==> config.mk <==
export PLATFORM = sky130hd
export DESIGN_NAME = p256der_lane
export DESIGN_NICKNAME = d
export VERILOG_FILES = /design/src/rtl/core/p256der_pkg.sv /design/src/rtl/core/p256der_lane.sv
export SDC_FILE = /design/constraint.sdc
export NUM_CORES = 1
export LEC_CHECK = 0
export ABC_AREA = 1
export BUFFER_PORTS_ARGS = -buffer_cell sky130_fd_sc_hd__buf_2
export CAP_MARGIN = 20
export CORE_ASPECT_RATIO = 1.4
export CORE_MARGIN = 2
export CORE_UTILIZATION = 36
export DETAILED_ROUTE_END_ITERATION = 10
export SYNTH_ARGS = -nofsm -noshare
export SYNTH_HDL_FRONTEND = slang
export SYNTH_SLANG_ARGS = --single-unit
==> constraint.sdc <==
create_clock -name aclk -period 19.7 [get_ports aclk]
set_input_delay 3.94 -clock aclk [delete_from_list [all_inputs] [get_ports aclk]]
set_output_delay 3.94 -clock aclk [all_outputs]
set_load 0.02 [all_outputs]
==> src/rtl/core/p256der_pkg.sv <==
// Shared constants, types and helpers for the P-256 low-s DER signature encoder.
package p256der_pkg;

    localparam int VAL_W   = 256;
    localparam int TLV_W   = 280;
    localparam int BUF_W   = 576;
    localparam int WORD_W  = 64;

    localparam logic [VAL_W-1:0] ORDER_N =
        256'hFFFFFFFF00000000FFFFFFFFFFFFFFFFBCE6FAADA7179E84F3B9CAC2FC632551;
    localparam logic [VAL_W-1:0] HALF_N = ORDER_N >> 1;

    localparam logic [7:0] TAG_SEQ = 8'h30;
    localparam logic [7:0] TAG_INT = 8'h02;
    localparam logic [7:0] PAD_BYTE = 8'h00;

    typedef struct packed {
        logic [TLV_W-1:0] tlv;
        logic [5:0]       len;
    } tlv_t;

    function automatic logic [5:0] clz32(input logic [31:0] v);
        logic [31:0] x;
        logic [5:0]  n;
        x = v;
        n = 6'd0;
        if (v == 32'd0) begin
            n = 6'd32;
        end else begin
            if (x[31:16] == 16'd0) begin n = n + 6'd16; x = x << 16; end
            if (x[31:24] == 8'd0) begin n = n + 6'd8; x = x << 8; end
            if (x[31:28] == 4'd0) begin n = n + 6'd4; x = x << 4; end
            if (x[31:30] == 2'd0) begin n = n + 6'd2; x = x << 2; end
            if (!x[31]) begin n = n + 6'd1; end
        end
        return n;
    endfunction

endpackage

==> src/rtl/core/p256der_lane.sv <==
// One integer lane: strip leading zero bytes and build a left-aligned INTEGER TLV.
module p256der_lane (
    input  logic                          aclk,
    input  logic                          aresetn,
    input  logic                          in_valid,
    output logic                          in_ready,
    input  logic [p256der_pkg::VAL_W-1:0] in_value,
    output logic                          out_valid,
    input  logic                          out_ready,
    output p256der_pkg::tlv_t             out_tlv
);
    import p256der_pkg::*;

    logic             va_reg, vb_reg;
    logic [VAL_W-1:0] val_reg;
    logic [5:0]       lz_reg;
    logic             rdy_a, rdy_b;
    logic [31:0]      nz;
    logic [VAL_W-1:0] shifted;
    logic [5:0]       len;
    logic             pad;
    tlv_t             tlv_next, tlv_reg;

    assign rdy_b    = !vb_reg || out_ready;
    assign rdy_a    = !va_reg || rdy_b;
    assign in_ready = rdy_a;

    always_comb begin
        for (int j = 0; j < 32; j++) begin
            nz[j] = |in_value[8*j +: 8];
        end
    end

    always_comb begin
        shifted = val_reg << {lz_reg, 3'b000};
        len     = 6'd32 - lz_reg;
        pad     = (lz_reg == 6'd32) || shifted[VAL_W-1];
        if (pad) begin
            tlv_next.tlv = {TAG_INT, {2'b00, len} + 8'd1, PAD_BYTE, shifted};
        end else begin
            tlv_next.tlv = {TAG_INT, {2'b00, len}, shifted, 8'h00};
        end
        tlv_next.len = len + 6'd2 + {5'd0, pad};
    end

    always_ff @(posedge aclk) begin
        if (!aresetn) begin
            va_reg <= 1'b0;
            vb_reg <= 1'b0;
        end else begin
            if (rdy_a) begin
                va_reg <= in_valid;
            end
            if (rdy_b) begin
                vb_reg <= va_reg;
            end
        end
    end

    always_ff @(posedge aclk) begin
        if (rdy_a && in_valid) begin
            val_reg <= in_value;
            lz_reg  <= clz32(nz);
        end
        if (rdy_b && va_reg) begin
            tlv_reg <= tlv_next;
        end
    end

    assign out_valid = vb_reg;
    assign out_tlv   = tlv_reg;

`ifndef SYNTHESIS
    a_len_range: assert property (@(posedge aclk) disable iff (!aresetn)
        vb_reg |-> (tlv_reg.len >= 6'd3 && tlv_reg.len <= 6'd35))
        else $error("TLV length out of range");
    a_lz_range: assert property (@(posedge aclk) disable iff (!aresetn)
        va_reg |-> (lz_reg <= 6'd32))
        else $error("leading zero count out of range");
    a_tag: assert property (@(posedge aclk) disable iff (!aresetn)
        vb_reg |-> (tlv_reg.tlv[TLV_W-1 -: 8] == TAG_INT))
        else $error("TLV tag missing");
`endif

endmodule

==> out/metrics.cfg, run 1 <==
[floorplan]
dieArea_um2 = 92590
die_h_um = 359.2
start_util = 0.3627
core-area_um2 = 89460
row_count = 130
dieWidth_um = 257.7
io_pins = 548

[routing]
via_per_inst = 5.600
avgRoutedWirePerCell_um = 28.88
drt_wl_total_um = 167400
drc_errors = 0
drt_iter0_drc = 4239
antenna_left = 0
vias = 32465
drtPass1Iterations = 6

[timing]
max_slew_margin = 0.1439
maxSlewViolCount = 0
tns_ns = 0
fmax_mhz = 118.8
finalSetupViolCount = 0
tightest_slew_ns = 1.271
period_share = 0.4273
fin_skew_ns = 0.02141
finalCriticalPeriod_ns = 8.417
hold_violations = 0
rsz0062_at_grt = no

[cts]
cts_made_buffers = 50
cts_tree = done
cts.sinks = 540
cts_resized = 0
cts_root_buffer = clkbuf_16
clkTransAtPathRegs_ns = 0.07
cts_max_level = 2
cts_hold_buf = 0
cts_buffer_depth = 3
clkLatencyLatePin_ns = 0.63
postCtsSetupRepairBufs = 0

[power]
p_leak_nw = 15.92
vdd_drop_max_uv = 69.75
finalPower_mw = 3.007
p_per_area_nw_per_um2 = 80.42

[logic_synthesis]
synth_common_cells = nand2_1 (1665), edfxtp_1 (538), o21ai_0 (517)
ys_async_sr_fraction = 0
synth_enable_flop_cells = 538
syn_inst = 4217
synth_top_area_share = 0.4978
synth_most_common_cell = nand2_1
synth.area.top_cells = edfxtp_1 (50%), nand2_1 (19%), o21ai_0 (8.0%)
syn-cell-area_um2 = 32450
ys_ff_latch = 540
ys_seq_area_frac = 0.4991
postSynthAreaPerCell_um2 = 7.695
synth_cell_types = 45
yosys.area.top_type = edfxtp_1
synth_flop_cell = edfxtp_1
yosys_warnings = 0

[grt]
grt_max_degree = 199
grt_pass1_wl_um = 227000
grt-ovfl-total = 0
grt_pass1_vias = 30216
antenna_found_initial = 4
grt_use_total = 0.3504

[place]
gp_congestion = 1.044
dp_hpwl_um = 135400
numPortBuffers = 538
place_area_um2 = 35790

[finish]
nets = 4831
multi_input_comb_area_um2 = 14270
largest_reg_flops = 276
fillers = 9483
drive_above_1_share = 0.1531
final_util = 0.4179
regArea_um2 = 16200
syn_to_final_growth_pct = 15.21
final_area_um2 = 37390

[setup_path]
critPathKind = input port to output pin
worstPathRequired_ns = 15.76
crit_fanout = 3
critPathArrivalTime_ns = 4.48
setup.worst_path.start_class = input port
cp-end-kind = output pin

[hold_path]
hold_class = flop to flop

[run]
max_cap_violations = 0

[status]
status = complete, no violations

[layer usage]
layer / share of wire / vias up / wire length [um] / GRT usage
li1: - / 14930 / - / -
met5: 0.00024 / - / 40 / 0
met4: 0.074 / 6 / 12330 / 0.2147
met3: 0.069 / 336 / 11600 / 0.04498
met2: 0.47 / 1735 / 78670 / 0.5721
met1: 0.39 / 15458 / 64790 / 0.4409
[cell usage in the layout (no fill, tap or decap), types with 27 or more instances in the layout]
cell type / synthesis / layout
nor4_1: 33 / 33
o22ai_1: 71 / 71
buf_2: 81 / 538
clkbuf_16: 0 / 50
edfxtp_1: 538 / 538
o21ai_0: 517 / 515
nor2_1: 367 / 365
nand3_1: 265 / 265
inv_1: 152 / 147
mux2i_1: 27 / 27
nand2_1: 1665 / 1665
buf_4: 45 / 53
a31oi_1: 60 / 60
a21oi_1: 61 / 60
[area by class of cell]
cell class / count / area share
sequential: 540 / 0.4332
multi-input combinational: 3219 / 0.3817
timing repair buffer: 599 / 0.08661
tap: 1188 / 0.03976
clock buffer: 55 / 0.03397
inverter: 157 / 0.01650
clock inverter: 36 / 0.008099
antenna: 3 / 0.0002008
[power by group]
group | switching, mW | internal [mW] | total [mW]
sequential | 0.0412 | 1.35 | 1.40
clock | 0.435 | 0.509 | 0.944
combinational | 0.512 | 0.155 | 0.667
[stage by stage]
| stage | hold WS, ns | instances | setup WS [ns] |
|---|---|---|---|
| floorplan | 0.4473 | 4226 | 1.508 |
| global placement | 0.5128 | 5697 | 11.29 |
| detailed placement | 0.5229 | 5701 | 11.28 |
| CTS | 0.5309 | 5792 | 11.29 |
| global route | 0.5689 | 5795 | 11.23 |
| finish | 0.5346 | 5797 | 11.28 |
[path summary, 6_finish.rpt]
| path | startpoint | end | depth (start not counted) | slack [ns] |
|---|---|---|---|---|
| setup reg to reg | lz_reg[0] | out_tlv[137] | 16 | 13.09 |
| hold reg to reg | va_reg | out_valid | 2 | 0.53 |
| hold / removal | va_reg | out_valid | 2 | 0.53 |
| setup / recovery | out_ready | in_ready | 4 | 11.28 |
[critical path, stage by stage]
cell	delay [ns]
buf_2	0.10
inv_1	0.11
nand3_1	0.14
buf_2	0.19
[cells by family after synthesis]
| logic type | after synthesis | share of synthesized area |
|---|---|---|
| buffers and inverters | 467 | 0.06350 |
| other | 2 | 0.0002314 |
| DFF | 540 | 0.4991 |
| muxes | 27 | 0.008328 |
| AOI/OAI and AO/OA | 803 | 0.1358 |
| and+or+nand+nor | 2366 | 0.2894 |
| adders and majority gates | 4 | 0.001542 |
| xor gates and xnor gates | 8 | 0.002159 |
No activity file was read; power rests on OpenSTA's default activity.
==> run 2: changes to the inputs <==
clock period = 7.8 ns   (was 19.7 ns; I/O delays follow)
==> out/metrics.cfg, run 2 (same netlist as run 1, synthesis figures left out) <==
[status]
status = complete, no violations

[setup_path]
critPathKind = flop to flop
critPathArrivalTime_ns = 5.41
critPathMaxStageDelay_ns = 0.71
crit_path_top_delay_cell = inv_6
crit_chain = buf_12 -> inv_6 -> o21ai_0 -> nand2_1 -> o21a_1 -> nand2_1 -> nand2_1 -> inv_1 -> nand2_8 -> inv_6 -> buf_4 -> o21ai_1
cp-end-kind = flop
setup.worst_path.start_class = flop
worstPathRequired_ns = 8.19
r2r_slack_ns = 2.78
path_common_cell = nand2_1
crit_fanout = 153
r2r_cells = 12

[routing]
antenna_left = 0
drt_wl_total_um = 169100
drc_errors = 0
via_per_inst = 5.659
avgRoutedWirePerCell_um = 29.17
vias = 32803
drt_iter0_drc = 4042
drtPass1Iterations = 6

[grt]
grt_pass1_wl_um = 231900
grt_use_total = 0.3540
antenna_found_initial = 5
grt_pass1_vias = 30968
grt-ovfl-total = 0
grt_max_degree = 195

[floorplan]
core-area_um2 = 89460
dieWidth_um = 257.7
row_count = 130
die_h_um = 359.2
io_pins = 548
dieArea_um2 = 92590
start_util = 0.3627

[place]
place_area_um2 = 35750
gp_congestion = 1.064
dp_cells = 5697
dp_hpwl_um = 135900
numPortBuffers = 538

[timing]
hold_violations = 0
max_slew_margin = 0.1163
fmax_mhz = 199.1
maxSlewViolCount = 0
tightest_slew_ns = 1.312
period_share = 0.6438
tns_ns = 0
rsz0062_at_grt = no
finalSetupViolCount = 0
fin_skew_ns = 0.03013
finalCriticalPeriod_ns = 5.022

[hold_path]
min_path_cells = 2
hold_class = flop to flop

[finish]
final_area_um2 = 37390
syn_to_final_growth_pct = 15.21
largest_reg_flops = 276
drive_above_1_share = 0.1537
mostFrequentLayoutCells = nand2_1 (1665), buf_2 (538), edfxtp_1 (538)
final_cells = 5797
nets = 4833
layout_commonest_cell = nand2_1

[cts]
cts_made_buffers = 53
cts_hold_buf = 0
cts_max_level = 2
cts_root_buffer = clkbuf_16
cts.sinks = 540
clkTransAtPathRegs_ns = 0.07
cts_buffer_depth = 3
clkLatencyLatePin_ns = 0.66
cts_tree = done
postCtsSetupRepairBufs = 0
cts_resized = 0

[power]
p_per_area_nw_per_um2 = 204.8
p_leak_nw = 15.96
vdd_drop_max_uv = 173.9

[run]
max_cap_violations = 0

run 2: worst max-delay path: cells and delay by family, from the launching register on:
kind | cells | cell delay (ns)
AO/OA/AOI/OAI | 3 | 0.87
flip-flops | 1 | 0.60
buffers and inverters | 5 | 2.37
AND/OR/NAND/NOR | 4 | 0.58
run 2: stage by stage:
| step | total power, mW | worst slack, ns | util | hold slack, ns |
|---|---|---|---|---|
| after floorplan | 4.448 | 0.1708 | - | 0.5009 |
| after global placement | 5.204 | 3.043 | 0.3991 | 0.5094 |
| after detailed placement | 5.208 | 3.016 | 0.3996 | 0.5187 |
| after CTS | 7.623 | 3.024 | 0.4174 | 0.5282 |
| after global routing | 7.875 | 2.733 | 0.4179 | 0.5537 |
| final | 7.659 | 2.778 | 0.4179 | 0.5331 |
run 2: worst paths after layout:
check,endpoint,from
worst min register to register,out_valid,out_valid
worst max-delay path,out_tlv[135],lz_reg[2]
worst min-delay path,out_valid,out_valid
worst max register to register,out_tlv[135],lz_reg[2]
run 2: report_power, final:
part | switching (mW) | internal [mW] | total, mW
clock network | 1.18 | 1.27 | 2.44
logic | 1.29 | 0.393 | 1.69
registers | 0.112 | 3.42 | 3.53
total | 2.58 | 5.08 | 7.66
run 2: cell type report:
cell class	count	area, um2
Fill cell	9536	52070
Sequential cell	540	16200
Multi-Input combinational cell	3219	14270
Timing Repair Buffer	598	3222
Tap cell	1188	1486
Clock buffer	59	1349
Inverter	157	616.8
Clock inverter	34	244.0
Antenna cell	2	5.005
run 2: routing by layer:
layer,vias up,share of wire,track usage
met5,-,0.000095,0
met4,2,0.081,0.2388
met3,389,0.075,0.05612
met2,1812,0.46,0.5635
met1,15659,0.39,0.4421
li1,14941,-,-
