[src/rtl/core/p256der_pkg.sv]
// Shared constants, types and helpers for the P-256 low-s DER signature encoder.
package p256der_pkg;

    localparam int VAL_W   = 256;
    localparam int TLV_W   = 280;
    localparam int BUF_W   = 576;
    localparam int WORD_W  = 64;

    localparam logic [VAL_W-1:0] ORDER_N =
        256'hFFFFFFFF00000000FFFFFFFFFFFFFFFFBCE6FAADA7179E84F3B9CAC2FC632551;
    localparam logic [VAL_W-1:0] HALF_N = ORDER_N >> 1;

    localparam logic [7:0] TAG_SEQ = 8'h30;
    localparam logic [7:0] TAG_INT = 8'h02;
    localparam logic [7:0] PAD_BYTE = 8'h00;

    typedef struct packed {
        logic [TLV_W-1:0] tlv;
        logic [5:0]       len;
    } tlv_t;

    function automatic logic [5:0] clz32(input logic [31:0] v);
        logic [31:0] x;
        logic [5:0]  n;
        x = v;
        n = 6'd0;
        if (v == 32'd0) begin
            n = 6'd32;
        end else begin
            if (x[31:16] == 16'd0) begin n = n + 6'd16; x = x << 16; end
            if (x[31:24] == 8'd0) begin n = n + 6'd8; x = x << 8; end
            if (x[31:28] == 4'd0) begin n = n + 6'd4; x = x << 4; end
            if (x[31:30] == 2'd0) begin n = n + 6'd2; x = x << 2; end
            if (!x[31]) begin n = n + 6'd1; end
        end
        return n;
    endfunction

endpackage

[src/rtl/core/p256der_lows.sv]
// Low-s normalization of s: compare against n/2 and n, then fold into range.
module p256der_lows (
    input  logic                        aclk,
    input  logic                        aresetn,
    input  logic                        in_valid,
    output logic                        in_ready,
    input  logic [p256der_pkg::VAL_W-1:0] in_r,
    input  logic [p256der_pkg::VAL_W-1:0] in_s,
    output logic                        out_valid,
    input  logic                        out_ready,
    output logic [p256der_pkg::VAL_W-1:0] out_r,
    output logic [p256der_pkg::VAL_W-1:0] out_s
);
    import p256der_pkg::*;

    logic             v1_reg, v2_reg;
    logic [VAL_W-1:0] r1_reg, s1_reg, r2_reg, s2_reg;
    logic             gt_half_reg, gt_n_reg;
    logic             rdy1, rdy2;
    logic [VAL_W-1:0] sub_a, sub_b, s2_next;

    assign rdy2     = !v2_reg || out_ready;
    assign rdy1     = !v1_reg || rdy2;
    assign in_ready = rdy1;

    always_comb begin
        sub_a   = gt_n_reg ? s1_reg : ORDER_N;
        sub_b   = gt_n_reg ? ORDER_N : s1_reg;
        s2_next = gt_half_reg ? (sub_a - sub_b) : s1_reg;
    end

    always_ff @(posedge aclk) begin
        if (!aresetn) begin
            v1_reg <= 1'b0;
            v2_reg <= 1'b0;
        end else begin
            if (rdy1) begin
                v1_reg <= in_valid;
            end
            if (rdy2) begin
                v2_reg <= v1_reg;
            end
        end
    end

    always_ff @(posedge aclk) begin
        if (rdy1 && in_valid) begin
            r1_reg      <= in_r;
            s1_reg      <= in_s;
            gt_half_reg <= in_s > HALF_N;
            gt_n_reg    <= in_s > ORDER_N;
        end
        if (rdy2 && v1_reg) begin
            r2_reg <= r1_reg;
            s2_reg <= s2_next;
        end
    end

    assign out_valid = v2_reg;
    assign out_r     = r2_reg;
    assign out_s     = s2_reg;

`ifndef SYNTHESIS
    a_s_in_range: assert property (@(posedge aclk) disable iff (!aresetn)
        v2_reg |-> (s2_reg <= HALF_N))
        else $error("normalized s above n/2");
    a_hold_on_stall: assert property (@(posedge aclk) disable iff (!aresetn)
        (v2_reg && !out_ready) |=> (v2_reg && $stable(s2_reg)))
        else $error("stage 2 changed while stalled");
    a_fold_taken: assert property (@(posedge aclk) disable iff (!aresetn)
        (v1_reg && rdy2 && !gt_half_reg) |=> (s2_reg == $past(s1_reg)))
        else $error("s altered though within n/2");
`endif

endmodule

[config.mk]
export PLATFORM = sky130hd
export DESIGN_NAME = p256der_lows
export DESIGN_NICKNAME = d
export VERILOG_FILES = /design/src/rtl/core/p256der_pkg.sv /design/src/rtl/core/p256der_lows.sv
export SDC_FILE = /design/constraint.sdc
export NUM_CORES = 1
export LEC_CHECK = 0
export BUFFER_PORTS_ARGS = -buffer_cell sky130_fd_sc_hd__buf_2
export CAP_MARGIN = 15
export CORE_AREA = 2 2 399 401
export CTS_BUF_LIST = sky130_fd_sc_hd__clkbuf_4 sky130_fd_sc_hd__clkbuf_8 sky130_fd_sc_hd__clkbuf_16
export DETAILED_ROUTE_END_ITERATION = 8
export DIE_AREA = 0 0 401 403
export GPL_TIMING_DRIVEN = 1
export PLACE_DENSITY = 0.54
export SYNTH_ARGS = -nofsm -noshare
export SYNTH_HDL_FRONTEND = slang
export SYNTH_SLANG_ARGS = --single-unit
[constraint.sdc]
create_clock -name aclk -period 54.4 [get_ports aclk]
set_input_delay 10.88 -clock aclk [delete_from_list [all_inputs] [get_ports aclk]]
set_output_delay 10.88 -clock aclk [all_outputs]
set_load 0.05 [all_outputs]
==> results of run 1 <==
-- per-layer routing --
metal | part of all wire [%] | GRT usage [%]
met1 | 41 | 33.90
met2 | 46 | 41.33
met3 | 9.1 | 6.162
met4 | 3.6 | 9.024
met5 | 0.12 | 0
-- report_power, final --
part | switching [mW] | internal, mW
clock network | 0.332 | 0.430
registers | 0.0399 | 0.928
logic | 0.189 | 0.0647
-- area by class of cell --
| cell class | instances | area (µm²) |
|---|---|---|
| antenna | 25 | 62.56 |
| clock buffer | 133 | 2925 |
| clock inverter | 72 | 754.5 |
| fill | 15527 | 97500 |
| inverter | 68 | 256.5 |
| multi-input combinational | 2827 | 16980 |
| sequential | 1028 | 30850 |
| tap | 2072 | 2592 |
| timing repair buffer | 1079 | 5548 |
-- metrics by stage --
stage                     worst slack (ns)  hold WS (ns)  cells  power, mW
after global routing                 31.82        0.3982   7284      2.047
after CTS                            31.87        0.3880   7277      2.002
after detailed placement             31.86        0.4045   7072      1.235
after global placement               31.81        0.4004   7072      1.235
after floorplan                      19.44        0.4003   4165      1.149
final                                31.88        0.3788   7304      1.984
-- synthesized netlist by cell type (23+ instances only) --
| cell | n | area [µm²] |
|---|---|---|
| a211oi_1 | 38 | 285.3 |
| a21o_1 | 29 | 217.7 |
| a21oi_1 | 198 | 991.0 |
| a31oi_1 | 58 | 362.9 |
| and2_1 | 35 | 219.0 |
| and3_1 | 73 | 456.7 |
| and4_1 | 23 | 201.4 |
| buf_2 | 47 | 235.2 |
| clkbuf_1 | 167 | 626.9 |
| edfxtp_1 | 1026 | 30810 |
| inv_1 | 66 | 247.7 |
| nand2_1 | 377 | 1415 |
| nand2b_1 | 30 | 187.7 |
| nand3_1 | 204 | 1021 |
| nand4_1 | 114 | 713.2 |
| nor2_1 | 306 | 1149 |
| nor3_1 | 160 | 800.8 |
| nor4_1 | 73 | 456.7 |
| o211ai_1 | 51 | 382.9 |
| o21a_1 | 25 | 187.7 |
| o21ai_0 | 236 | 1181 |
| o31ai_1 | 36 | 270.3 |
| or2_2 | 25 | 156.4 |
| or3_1 | 48 | 300.3 |
| or4_1 | 31 | 232.7 |
| xnor2_1 | 190 | 1664 |
| xor2_1 | 64 | 560.5 |
-- worst max-delay path: stages --
cell	delay [ns]
buf_2	0.10
nor2b_1	0.30
nand2_1	0.13
buf_2	0.23
-- logic make-up (layout without fill, tap and decap cells) --
group | Yosys count | in the layout | synth area share, %
XOR/XNOR | 254 | 254 | 4.534
buffers and inverters | 310 | 1352 | 2.591
AO/OA/AOI/OAI | 939 | 939 | 12.70
flip-flops | 1028 | 1028 | 62.87
multiplexers | 17 | 17 | 0.3621
other | 0 | 25 | 0
AND/OR/NAND/NOR | 1617 | 1617 | 16.94
-- final timing paths --
check	end	slack (ns)	from
worst max-delay path	in_ready	31.88	out_ready
worst min-delay path	out_r[53]	0.38	r1_reg[53]
worst max register to register	out_s[168]	47.53	gt_n_reg
worst min register to register	out_r[53]	0.38	r1_reg[53]
==> results.json, run 1 <==
{
  "drcViolationCount": 0,
  "fp.dieH_um": 403,
  "status": "finished clean",
  "root_buffer": "clkbuf_16",
  "via_count": 41177,
  "clockBufferDepth": 3,
  "final_area_mm2": 0.05996,
  "grt_pass1_wl_um": 297900,
  "synth-main-ff-cell": "edfxtp_1",
  "synth_cells": 4165,
  "start_kind": "primary input",
  "fin_skew_ns": 0.07440,
  "fin_setup_tns_ns": 0,
  "max_slew_margin_pct": 17.38,
  "numPortBuffers": 1029,
  "path_clk_slew_ns": 0.06,
  "final_core_util_pct": 38.08,
  "p_leak_nw": 21.13,
  "drv_slew": 0,
  "worstSetupPathType": "in -> out",
  "drt_first_iter_violations": 4657,
  "start_util_pct": 31.16,
  "ys_types": 98,
  "core-area_mm2": 0.1575,
  "grt_pass1_vias": 38468,
  "synthesis.nets": 4681,
  "fmax_mhz": 44.41,
  "fp-row-count": 146,
  "maxCapViolations": 0,
  "layout_common_cells": "1029 x buf_2, 1026 x edfxtp_1, 377 x nand2_1",
  "ctsResizeCount": 0,
  "powerDensity_mw_per_mm2": 33.09,
  "cp_max_fo": 4,
  "dpl_cell_area_mm2": 0.05621,
  "post_cts_buffers": 0,
  "cp.arrival_ns": 11.64,
  "firstDrtPassIters": 6,
  "min_path_type": "reg -> reg",
  "synth-seq-area-share_pct": 62.87,
  "via_per_inst": 5.638,
  "die_w_um": 401,
  "synthToLayoutAreaGrowth_pct": 22.20,
  "rsz0062_at_grt": "no",
  "grt_max_degree": 147,
  "hold_viol_final": 0,
  "ir_worst_vdd_mv": 0.02351,
  "setup_viol": 0,
  "crit_required_ns": 43.52,
  "worstSkewPairLatency_ns": 0.75,
  "final_common_cell": "buf_2",
  "antenna_found_initial": 52,
  "synth_warnings": 0,
  "cts_tree": "built",
  "netlist_area_mm2": 0.04907,
  "wl_per_cell_um": 29.86,
  "cts_buffers": 110,
  "drtAntennaViolNets": 0,
  "fin_crit_sh_pct": 41.39,
  "cts_max_level": 3,
  "crit_path_end_kind": "primary output",
  "fin_crit_ns": 22.52,
  "dpl.hpwl_um": 171100,
  "dieArea_mm2": 0.1616,
  "ys_ff_latch": 1028,
  "grt_use_total_pct": 25.73,
  "place_congestion": 0.9585,
  "routed_wl_um": 218100,
  "worst-r2r-cell-count": 15,
  "async_reset_ff_share_pct": 0,
  "postSynthAreaPerCell_um2": 11.78,
  "hold_depth": 0,
  "drive_gt1_share_pct": 25.75,
  "cts.sinks": 1028,
  "tightest_slew_ns": 1.239,
  "nets": 5630,
  "grt.overflow.total": 0,
  "io_pins": 1030,
  "holdBufCountCts": 0,
  "synth-edff-count": 1026
}
Power figures use the tool's default switching activity.
==> inputs of run 2 (changes only) <==
--- a/config.mk
+++ b/config.mk
@@ -5,14 +5,15 @@
 export SDC_FILE = /design/constraint.sdc
 export NUM_CORES = 1
 export LEC_CHECK = 0
+export ABC_AREA = 1
 export BUFFER_PORTS_ARGS = -buffer_cell sky130_fd_sc_hd__buf_2
 export CAP_MARGIN = 15
-export CORE_AREA = 2 2 399 401
+export CORE_AREA = 2 2 404 406
 export CTS_BUF_LIST = sky130_fd_sc_hd__clkbuf_4 sky130_fd_sc_hd__clkbuf_8 sky130_fd_sc_hd__clkbuf_16
 export DETAILED_ROUTE_END_ITERATION = 8
-export DIE_AREA = 0 0 401 403
+export DIE_AREA = 0 0 406 408
 export GPL_TIMING_DRIVEN = 1
-export PLACE_DENSITY = 0.54
+export PLACE_DENSITY = 0.58
 export SYNTH_ARGS = -nofsm -noshare
 export SYNTH_HDL_FRONTEND = slang
 export SYNTH_SLANG_ARGS = --single-unit
==> constraint.sdc (replaced) <==
create_clock -name aclk -period 21 [get_ports aclk]
set_input_delay 4.2 -clock aclk [delete_from_list [all_inputs] [get_ports aclk]]
set_output_delay 4.2 -clock aclk [all_outputs]
set_load 0.05 [all_outputs]
==> run 2 against run 1 <==
Effect of this change:
- sequential power grew to 2.6 times the previous value
- clock-buffer cell count shrank 8
- core utilization grew 4.1 points
- first-iteration DRC count grew 21%
- via count grew 31%
- clock skew grew 0.015 ns
- routed wire length grew 29%
- power grew to 2.6 times the previous value
- synthesized cell count grew 72%
- combinational power grew to 3.3 times the previous value
- die area grew 2.5%
- synthesized area grew 16%
- largest power group unchanged
==> results.json, run 2 <==
{
  "status": "finished clean",
  "start_kind": "primary input",
  "worstSetupPathType": "in -> out",
  "synth-seq-area-share_pct": 54.21,
  "postSynthAreaPerCell_um2": 7.942,
  "dieArea_mm2": 0.1656,
  "max_stage_delay_ns": 0.24,
  "drive_gt1_share_pct": 15.51,
  "crit_path_end_kind": "primary output",
  "final_area_mm2": 0.06826,
  "clockBufferDepth": 3,
  "fin_crit_ns": 9.004,
  "cp_common_cell": "buf_2",
  "fin_setup_tns_ns": 0,
  "maxCapViolations": 0,
  "setup_viol": 0,
  "synth_cells": 7166,
  "synthTopCellsByCount": "2534 x nand2_1, 1221 x inv_1, 1026 x edfxtp_1",
  "synth-main-ff-cell": "edfxtp_1",
  "cts_max_level": 3,
  "synthToLayoutAreaGrowth_pct": 19.95,
  "powerDensity_mw_per_mm2": 76.73,
  "seqPwrFrac_pct": 47.7,
  "numPortBuffers": 1029,
  "cts_tree": "built",
  "ys_ff_latch": 1028,
  "holdBufCountCts": 0,
  "fmax_mhz": 111.1,
  "grt_pass1_vias": 50634,
  "ys_types": 59,
  "p_total_mw": 5.238,
  "drtAntennaViolNets": 0,
  "p_leak_nw": 30.53,
  "fp.dieH_um": 408,
  "cpMaxStageDelayCell": "buf_2",
  "final_common_cell": "nand2_1",
  "synth_warnings": 0,
  "place_congestion": 0.9946,
  "n_fill_cell": 16642,
  "root_buffer": "clkbuf_16",
  "synthesis.nets": 7682,
  "drv_slew": 0,
  "netlist_area_mm2": 0.05691,
  "die_w_um": 406,
  "crit_required_ns": 16.80,
  "grt_pass1_wl_um": 376600,
  "firstDrtPassIters": 9,
  "worstSkewPairLatency_ns": 0.78,
  "min_path_type": "reg -> reg",
  "dpl_cell_area_mm2": 0.06461,
  "yosys.area.top_type": "edfxtp_1",
  "clkPwrFrac_pct": 36.6,
  "tightest_slew_ns": 1.091,
  "cts.sinks": 1028,
  "cp.arrival_ns": 4.80,
  "start_util_pct": 35.20,
  "ir_worst_vdd_mv": 0.08412,
  "critical_path.cell_chain": "buf_2, inv_1, nand3_1, buf_2",
  "synth-edff-count": 1026,
  "core-area_mm2": 0.1617,
  "io_pins": 1030,
  "routed_wl_um": 280300,
  "rsz0062_at_grt": "no",
  "fin_crit_sh_pct": 42.88,
  "cp_max_fo": 3,
  "drt_first_iter_violations": 5627,
  "dpl.hpwl_um": 237500,
  "max_slew_margin_pct": 26.74,
  "via_count": 53808,
  "post_cts_buffers": 0,
  "wl_per_cell_um": 26.57,
  "yosysMostFrequentCell": "nand2_1",
  "grt_max_degree": 92,
  "via_per_inst": 5.102,
  "antenna_found_initial": 47,
  "grt_use_total_pct": 32.69,
  "pwr-share-comb_pct": 15.7,
  "drcViolationCount": 0,
  "p_int_mw": 3.671,
  "path_clk_slew_ns": 0.06,
  "layout_common_cells": "2534 x nand2_1, 1219 x inv_1, 1029 x buf_2",
  "p_sw_mw": 1.567,
  "cts_buffers": 108,
  "synth_top_cell_area_share_pct": 54.14,
  "ctsResizeCount": 0,
  "hold_viol_final": 0,
  "grt.overflow.total": 0,
  "fin_skew_ns": 0.08965,
  "nets": 8773,
  "async_reset_ff_share_pct": 0,
  "fp-row-count": 148,
  "switching_share_pct": 29.91,
  "synth_area_leaders": "edfxtp_1 54%, nand2_1 17%, inv_1 8.1%"
}
run 2: changes by cell type after synthesis, moves of 144 or more:
cell | previous run | this run
clkbuf_1 | 167 | 23
inv_1 | 66 | 1221
nand2_1 | 377 | 2534
nand3_1 | 204 | 359
nor2_1 | 306 | 1000
xnor2_1 | 190 | 34
run 2: cell type report:
class | instances | area, µm² | area share [%]
multi-input combinational | 4827 | 21020 | 30.79
timing repair buffer | 1061 | 5390 | 7.896
clock buffer | 125 | 2830 | 4.146
antenna | 30 | 75.07 | 0.1100
clock inverter | 70 | 743.2 | 1.089
tap | 2175 | 2721 | 3.987
inverter | 1231 | 4633 | 6.787
sequential | 1028 | 30850 | 45.19
run 2: cell families (layout without fill, tap and decap cells):
family | count (synthesis) | count (layout) | share of synthesized area, %
buf+inv | 1311 | 2487 | 8.875
flops | 1028 | 1028 | 54.21
xor+xnor | 136 | 136 | 2.093
simple gates | 4249 | 4249 | 30.38
compound gates | 442 | 442 | 4.443
other cells | 0 | 30 | 0
run 2: final timing paths:
path | cells after the start | start | endpoint | slack [ns]
max reg2reg | 16 | gt_n_reg | out_s[225] | 15.95
max | 4 | out_ready | in_ready | 12.00
min | 0 | r1_reg[106] | out_r[106] | 0.35
min reg2reg | 0 | r1_reg[106] | out_r[106] | 0.35
run 2: power by group through the flow:
stage	Combinational (mW)	Clock, mW	Sequential (mW)
global route	0.868	2.03	2.50
floorplan	0.299	0	2.72
CTS	0.816	1.95	2.49
global placement	0.810	0	2.54
detailed placement	0.813	0	2.54
finish	0.824	1.92	2.50
run 2: per-layer routing:
metal | vias up | share of wire, % | track usage, %
met2 | 2439 | 47 | 53.67
met1 | 25891 | 41 | 41.96
li1 | 25028 | - | -
met4 | 24 | 5.0 | 14.88
met3 | 426 | 7.5 | 5.632
met5 | - | 0.063 | 0
run 2: stage by stage:
| stage | hold WS, ns | cells | util [%] | setup WS, ns |
|---|---|---|---|---|
| after floorplan | 0.4003 | 7166 | - | 1.342 |
| after global placement | 0.4004 | 10321 | 39.97 | 12.00 |
| after detailed placement | 0.4045 | 10321 | 39.97 | 12.00 |
| after CTS | 0.3481 | 10516 | 42.18 | 12.00 |
| after global routing | 0.3665 | 10526 | 42.19 | 11.94 |
| final | 0.3500 | 10547 | 42.23 | 12.00 |
run 2: critical path, delay by kind of cell:
kind	cells	cell delay [ns]
buf+inv	3	0.46
simple gates	1	0.14
